[src/sv/sstt_ram.sv]
`timescale 1ns / 1ps
// ----------------------------------------------------------------------------
// Generic simple dual-port RAM
// One write port and one read port, read data registered.
// ----------------------------------------------------------------------------
module sstt_ram #(
  parameter int WIDTH = 8,
  parameter int DEPTH = 16
) (
  input  logic                     clk_i,
  input  logic                     we_i,
  input  logic [$clog2(DEPTH)-1:0] waddr_i,
  input  logic [WIDTH-1:0]         wdata_i,
  input  logic                     re_i,
  input  logic [$clog2(DEPTH)-1:0] raddr_i,
  output logic [WIDTH-1:0]         rdata_o
);

  logic [WIDTH-1:0] mem_q [DEPTH];

  // Write port.
  always_ff @(posedge clk_i) begin
    if (we_i) begin
      mem_q[waddr_i] <= wdata_i;
    end
  end

  // Registered read port.
  always_ff @(posedge clk_i) begin
    if (re_i) begin
      rdata_o <= mem_q[raddr_i];
    end
  end

endmodule

[config.mk]
export PLATFORM = sky130hd
export DESIGN_NAME = sstt_ram
export DESIGN_NICKNAME = d
export VERILOG_FILES = /design/src/sv/sstt_ram.sv
export SDC_FILE = /design/constraint.sdc
export NUM_CORES = 1
export LEC_CHECK = 0
export BUFFER_PORTS_ARGS = -buffer_cell sky130_fd_sc_hd__buf_2
export CAP_MARGIN = 20
export CORE_UTILIZATION = 42
export DETAILED_ROUTE_END_ITERATION = 10
export SYNTH_ARGS = -nofsm -noshare
export SYNTH_HDL_FRONTEND = slang
export SYNTH_SLANG_ARGS = --single-unit
[constraint.sdc]
create_clock -name clk_i -period 2.36 [get_ports clk_i]
set_clock_uncertainty 0.2 [all_clocks]
set_input_delay 0.472 -clock clk_i [delete_from_list [all_inputs] [get_ports clk_i]]
set_output_delay 0.472 -clock clk_i [all_outputs]
set_load 0.1 [all_outputs]
==> impl_metrics.py, run 1 <==
metrics = {
    "finish": {
        "num_antenna_cells": 0,
        "synthToLayoutAreaGrowth_pct": 20.2,
        "utilization_pct": 52.1,
        "finalNetCount": 305,
        "design_area_sq_mm": 0.00628,
        "drive_gt1_share_pct": 32.1,
        "stdcell_count": 467,
        "layout_commonest_cell": "edfxtp_1",
        "layout_common_cells": "136 x edfxtp_1, 26 x buf_2, 20 x buf_4",
    },
    "worst_setup_path": {
        "cp-start-kind": "flip-flop",
        "cp_data_arrival_time_ns": 1.26,
        "r2r_start": "mem_q[9][4]",
        "cp.required_ns": 1.69,
        "cp-end-kind": "primary output",
        "worstSetupPathType": "reg2out",
        "cp.buffers_inverters": 1,
        "cp_slowest_cell": "buf_2",
        "crit_start": "rdata_o[1]",
        "critical-path-max-stage-delay_ns": 0.45,
        "ff2ff_path_depth": 3,
        "worstPathCellList": "buf_2",
        "worstPathMaxFanout": 1,
        "crit_family": "buffers and inverters",
        "cp.depth": 1,
    },
    "clock_network": {
        "cts_hold_buf": 0,
        "cts_buffers": 17,
        "cts_tree": "yes",
        "clockBufferDepth": 2,
        "clock_sinks": 136,
        "cts_setup_buffers": 0,
        "clock_latency_ns": 0.41,
        "cts_root_buffer": "clkbuf_16",
        "cts-htree-levels": 4,
        "cts_resized": 0,
        "path_clk_slew_ns": 0.06,
    },
    "route": {
        "drt-total-wl_microns": 9580,
        "ant_nets": 0,
        "vias_per_cell": 5.27,
        "vias": 2461,
        "wl_per_cell_microns": 20.5,
        "drtIter0Drc": 212,
        "first_pass_iters": 4,
        "drc": 0,
    },
    "sta": {
        "relSlewSlack_pct": 67.3,
        "timing.final.crit_share_pct": 81.8,
        "drv_slew": 0,
        "setup_viol": 0,
        "rsz0062_at_grt": "no",
        "period_minus_slack_ns": 1.93,
        "tightest_slew_ns": 0.493,
        "fmax_ghz": 0.518,
        "setup_tns_ns": 0,
        "holdWs_ns": 0.226,
        "hold_viol_final": 0,
    },
    "grt": {
        "grtUsageTotal_pct": 16.6,
        "grt_pass1_vias": 2479,
        "antenna_found_initial": 0,
        "grt_overflow": 0,
        "grt_start_max_net_pins": 33,
        "grt_pass1_wl_microns": 14600,
    },
    "flow_run": {
        "maxCapViolCount": 0,
    },
    "synthesis": {
        "yosysSeqAreaShare_pct": 78.1,
        "syn_inst": 229,
        "ys_ff_latch": 136,
        "synth_nets": 248,
        "syn-cell-area_sq_mm": 0.00523,
        "ys_warn_count": 0,
        "synthDistinctLibCells": 18,
        "avgSynthCellArea_sq_um": 22.8,
    },
    "worst_hold_path": {
        "hold_depth": 1,
        "min_from": "re_i",
        "hold_class": "in2reg",
    },
    "placement": {
        "dp_hpwl_microns": 6160,
        "dp_cells": 435,
        "port_buffers": 26,
        "placed_area_sq_mm": 0.00567,
        "place_congestion": 0.703,
    },
    "floorplan": {
        "rows": 40,
        "die_x_microns": 114,
        "ios": 27,
        "chipHeight_microns": 114,
        "core_sq_mm": 0.0121,
        "die_area_sq_mm": 0.0129,
        "start_util_pct": 43.3,
    },
    "power_and_ir_drop": {
        "p_per_area_mw_per_mm2": 915,
        "ir_worst_vdd_uv": 598,
        "p_leak_nw": 2.12,
    },
    "outcome": {
        "outcome": "completed",
    },
}
==> cell type report <==
type | count | area (sq um)
flip-flops and latches | 136 | 4080
clock inverters | 15 | 184
fillers | 962 | 5780
repair buffers | 48 | 320
multi-input cells | 83 | 1060
clock buffers | 17 | 425
well taps | 168 | 210
==> per-layer routing <==
layer	vias up	share of wire, %	global-route usage [%]
li1	1094	-	-
met1	1264	42	22.0
met2	90	49	25.7
met5	-	0	0
met4	0	1.4	6.32
met3	13	7.3	5.42
==> synthesized netlist by cell type <==
cell	count	area share, %
a22oi_1	16	2.3
mux4_1	14	7.0
nor3_1	4	0.38
nand2b_1	2	0.24
buf_4	1	0.14
or3b_2	1	0.17
buf_2	3	0.29
nand2_1	9	0.65
and2_1	1	0.12
nand3_1	1	0.096
buf_6	3	0.65
clkdlybuf4s25_2	3	0.57
nor2b_1	1	0.12
nor2_1	13	0.93
nand3b_1	2	0.29
and2b_1	1	0.14
edfxtp_1	136	78
mux4_2	18	7.8
==> worst paths after layout <==
check                    end  slack (ns)
setup / recovery  rdata_o[1]        0.43
hold reg to reg   rdata_o[3]        0.55
hold / removal    rdata_o[1]        0.23
setup reg to reg  rdata_o[4]        0.64
==> state kept, by name (all words and copies together), names as in the netlist <==
name and flops:
mem_q 128, rdata_o 8
==> logic make-up after synthesis <==
logic type	Yosys count	synth area share, %
compound gates	16	2.30
simple gates	35	3.14
mux	32	14.8
buf+inv	10	1.65
flops	136	78.1
==> where the power goes <==
group          internal, mW  switching, mW
sequential             2.72         0.0148
clock                  1.75          0.935
combinational         0.110          0.222
total                  4.58           1.17
==> through the flow <==
| stage | worst slack [ns] | power (mW) |
|---|---|---|
| 2_1_floorplan | 0.195 | 3.01 |
| 3_3_place_gp | 0.112 | 3.12 |
| 3_5_place_dp | 0.0934 | 3.12 |
| 4_1_cts | 0.411 | 5.80 |
| 5_1_grt | 0.399 | 5.92 |
| 6_report | 0.430 | 5.75 |
No activity file was read; power rests on OpenSTA's default activity.
==> run 2: changes to the inputs <==
ABC_AREA = 1   (was unset)
clock period = 1.7 ns   (was 2.36 ns; I/O delays follow)
==> run 2 against run 1 <==
- clock power rose by 44%
- sequential power up 39%
- worst setup slack worse by 0.35 ns
- combinational power is 79% higher
- first-iteration DRC count is 100% higher
- cell count grew 68%
==> impl_metrics.py, run 2 <==
metrics = {
    "outcome": {
        "outcome": "completed",
    },
    "route": {
        "wl_per_cell_microns": 16.9,
        "drt-total-wl_microns": 13300,
        "drc": 0,
        "ant_nets": 0,
        "first_pass_iters": 5,
        "drtIter0Drc": 432,
        "vias": 3870,
        "vias_per_cell": 4.93,
    },
    "worst_setup_path": {
        "crit_family": "flip-flops",
        "worstSetupPathType": "reg2out",
        "cp_slowest_cell": "edfxtp_1",
        "cp.buffers_inverters": 1,
        "r2r_start": "mem_q[3][2]",
        "cp-end-kind": "primary output",
        "cp_data_arrival_time_ns": 1.08,
        "cp-start-kind": "flip-flop",
        "worstPathCellList": "buf_4",
        "cp.required_ns": 1.16,
        "worstPathMaxFanout": 1,
        "ff2ff_path_depth": 6,
        "regToRegSetupSlack_ns": 0.33,
        "regToRegEndpoint": "rdata_o[2]",
        "critical-path-max-stage-delay_ns": 0.37,
    },
    "synthesis": {
        "synth_flop_cell": "edfxtp_1",
        "avgSynthCellArea_sq_um": 10.6,
        "synth_fa_ha_area_share_pct": 0,
        "ys_warn_count": 0,
        "yosysTopAreaCell": "edfxtp_1",
        "yosysSeqAreaShare_pct": 69.8,
        "synth_area_leaders": "edfxtp_1 70%, nand2_1 11%, nand3_1 8.3%, inv_1 6.4%, buf_6 1.2%",
        "async_reset_ff_share_pct": 0,
        "yosysMostFrequentCell": "nand2_1",
        "ys_top_cells_by_count": "173 x nand2_1, 136 x edfxtp_1, 100 x inv_1, 97 x nand3_1, 17 x nor2_1",
        "synth_nets": 570,
        "syn-cell-area_sq_mm": 0.00585,
        "synthXorXnorAreaFrac_pct": 0,
        "ys_ff_latch": 136,
        "synth_top_area_share_pct": 69.8,
        "synth_compound_area_share_pct": 0,
        "synthDistinctLibCells": 11,
        "synth_top_family_by_area": "simple AND/OR/NAND/NOR gates",
        "synthSimpleGateAreaFrac_pct": 20.8,
        "muxShareOfSynthArea_pct": 0,
        "synth-edff-count": 136,
        "syn_inst": 551,
    },
    "finish": {
        "num_antenna_cells": 0,
        "largest_register_ffs": 128,
        "layout_common_cells": "173 x nand2_1, 136 x edfxtp_1, 100 x inv_1",
        "utilization_pct": 51.5,
        "finalNetCount": 615,
        "drive_gt1_share_pct": 12.5,
        "largestRegisters": "mem_q x128, rdata_o x8",
        "design_area_sq_mm": 0.00690,
        "synthToLayoutAreaGrowth_pct": 18.0,
        "layout_commonest_cell": "nand2_1",
        "top_register": "mem_q",
    },
    "power_and_ir_drop": {
        "p_per_area_mw_per_mm2": 1200,
        "p_leak_nw": 2.98,
        "clock_power_share_pct": 46.8,
        "seqPwrFrac_pct": 46.1,
        "p_comb_share_pct": 7.2,
        "switching_share_pct": 21.0,
        "ir_worst_vdd_uv": 719,
        "p_int_mw": 6.52,
        "p_sw_mw": 1.73,
    },
    "floorplan": {
        "die_x_microns": 120,
        "die_area_sq_mm": 0.0144,
        "ios": 27,
        "rows": 42,
        "start_util_pct": 43.6,
        "core_sq_mm": 0.0134,
        "chipHeight_microns": 120,
    },
    "flow_run": {
        "maxCapViolCount": 0,
    },
    "clock_network": {
        "cts_tree": "yes",
        "clock_sinks": 136,
        "cts_buffers": 17,
        "cts-htree-levels": 4,
        "clockBufferDepth": 2,
        "clock_latency_ns": 0.41,
        "path_clk_slew_ns": 0.06,
        "cts_root_buffer": "clkbuf_16",
    },
    "worst_hold_path": {
        "hold_class": "in2reg",
        "min_from": "re_i",
        "hold_depth": 1,
        "whs_endpoint": "rdata_o[3]",
    },
    "sta": {
        "timing.final.crit_share_pct": 95.5,
        "tightest_slew_ns": 0.607,
        "hold_viol_final": 0,
        "relSlewSlack_pct": 59.4,
        "period_minus_slack_ns": 1.62,
        "drv_slew": 0,
        "rsz0062_at_grt": "no",
        "fmax_ghz": 0.616,
        "setup_viol": 0,
    },
    "placement": {
        "dp_hpwl_microns": 8300,
        "port_buffers": 26,
        "placed_area_sq_mm": 0.00626,
        "place_congestion": 0.836,
    },
    "grt": {
        "antenna_found_initial": 0,
        "grt_overflow": 0,
        "grt_pass1_wl_microns": 21200,
        "grt_pass1_vias": 3836,
        "grtUsageTotal_pct": 20.3,
        "grt_start_max_net_pins": 65,
    },
}
-- run 2: logic make-up (layout without fill, tap and decap cells) --
family                 Yosys count  count (layout)
buffers and inverters          126             184
flip-flops                     136             136
AND/OR/NAND/NOR                289             289
-- run 2: how the worst max path moves through the flow --
stage / end / slack (ns) / from / depth (start not counted)
global placement: rdata_o[6] / -0.08 / raddr_i[1] / 6
detailed placement: rdata_o[6] / -0.09 / raddr_i[1] / 6
finish: rdata_o[1] / 0.08 / rdata_o[1] / 1
floorplan: mem_q[10][0] / 0.21 / waddr_i[2] / 2
global route: rdata_o[1] / 0.03 / rdata_o[1] / 1
CTS: rdata_o[6] / 0.001 / rdata_o[6] / 1
-- run 2: through the flow --
| stage | cells | total power, mW | hold slack [ns] | TNS, ns | worst slack [ns] |
|---|---|---|---|---|---|
| final | 785 | 8.25 | 0.103 | 0 | 0.0773 |
| after global routing | 785 | 8.50 | 0.0911 | 0 | 0.0324 |
| after CTS | 785 | 8.30 | 0.0901 | 0 | 0.00108 |
| after detailed placement | 753 | 4.45 | 0.517 | -0.530 | -0.0947 |
| after global placement | 753 | 4.45 | 0.517 | -0.397 | -0.0781 |
| after floorplan | 551 | 4.25 | 0.239 | 0 | 0.209 |
-- run 2: area by class of cell --
cell class                 count  area (sq um)
fill                        1172          6500
sequential                   136          4080
multi-input combinational    289          1210
clock buffer                  22           444
inverter                     102           383
timing repair buffer          50           380
tap                          176           220
clock inverter                10           175
-- run 2: repair_timing --
item | in CTS | in global routing
gates cloned | 0 | 0
setup buffers | 0 | 0
setup endpoints to repair | 5 | 3
pin swaps | 0 | 0
gates resized for setup | 5 | 3
hold buffers | 0 | 0
-- run 2: layer usage --
layer / vias to the layer above / track usage, % / wire length [microns]
met5: - / 0 / 0
met4: 0 / 8.75 / 283
met3: 18 / 3.75 / 657
li1: 1871 / - / -
met1: 1855 / 26.6 / 5630
met2: 126 / 32.8 / 6690
-- run 2: power by group through the flow --
| stage | clock (mW) | sequential (mW) | combinational [mW] |
|---|---|---|---|
| after floorplan | 0 | 3.98 | 0.265 |
| after global placement | 0 | 3.87 | 0.578 |
| after detailed placement | 0 | 3.87 | 0.584 |
| after CTS | 3.91 | 3.80 | 0.594 |
| after global routing | 4.05 | 3.81 | 0.646 |
| final | 3.86 | 3.80 | 0.592 |
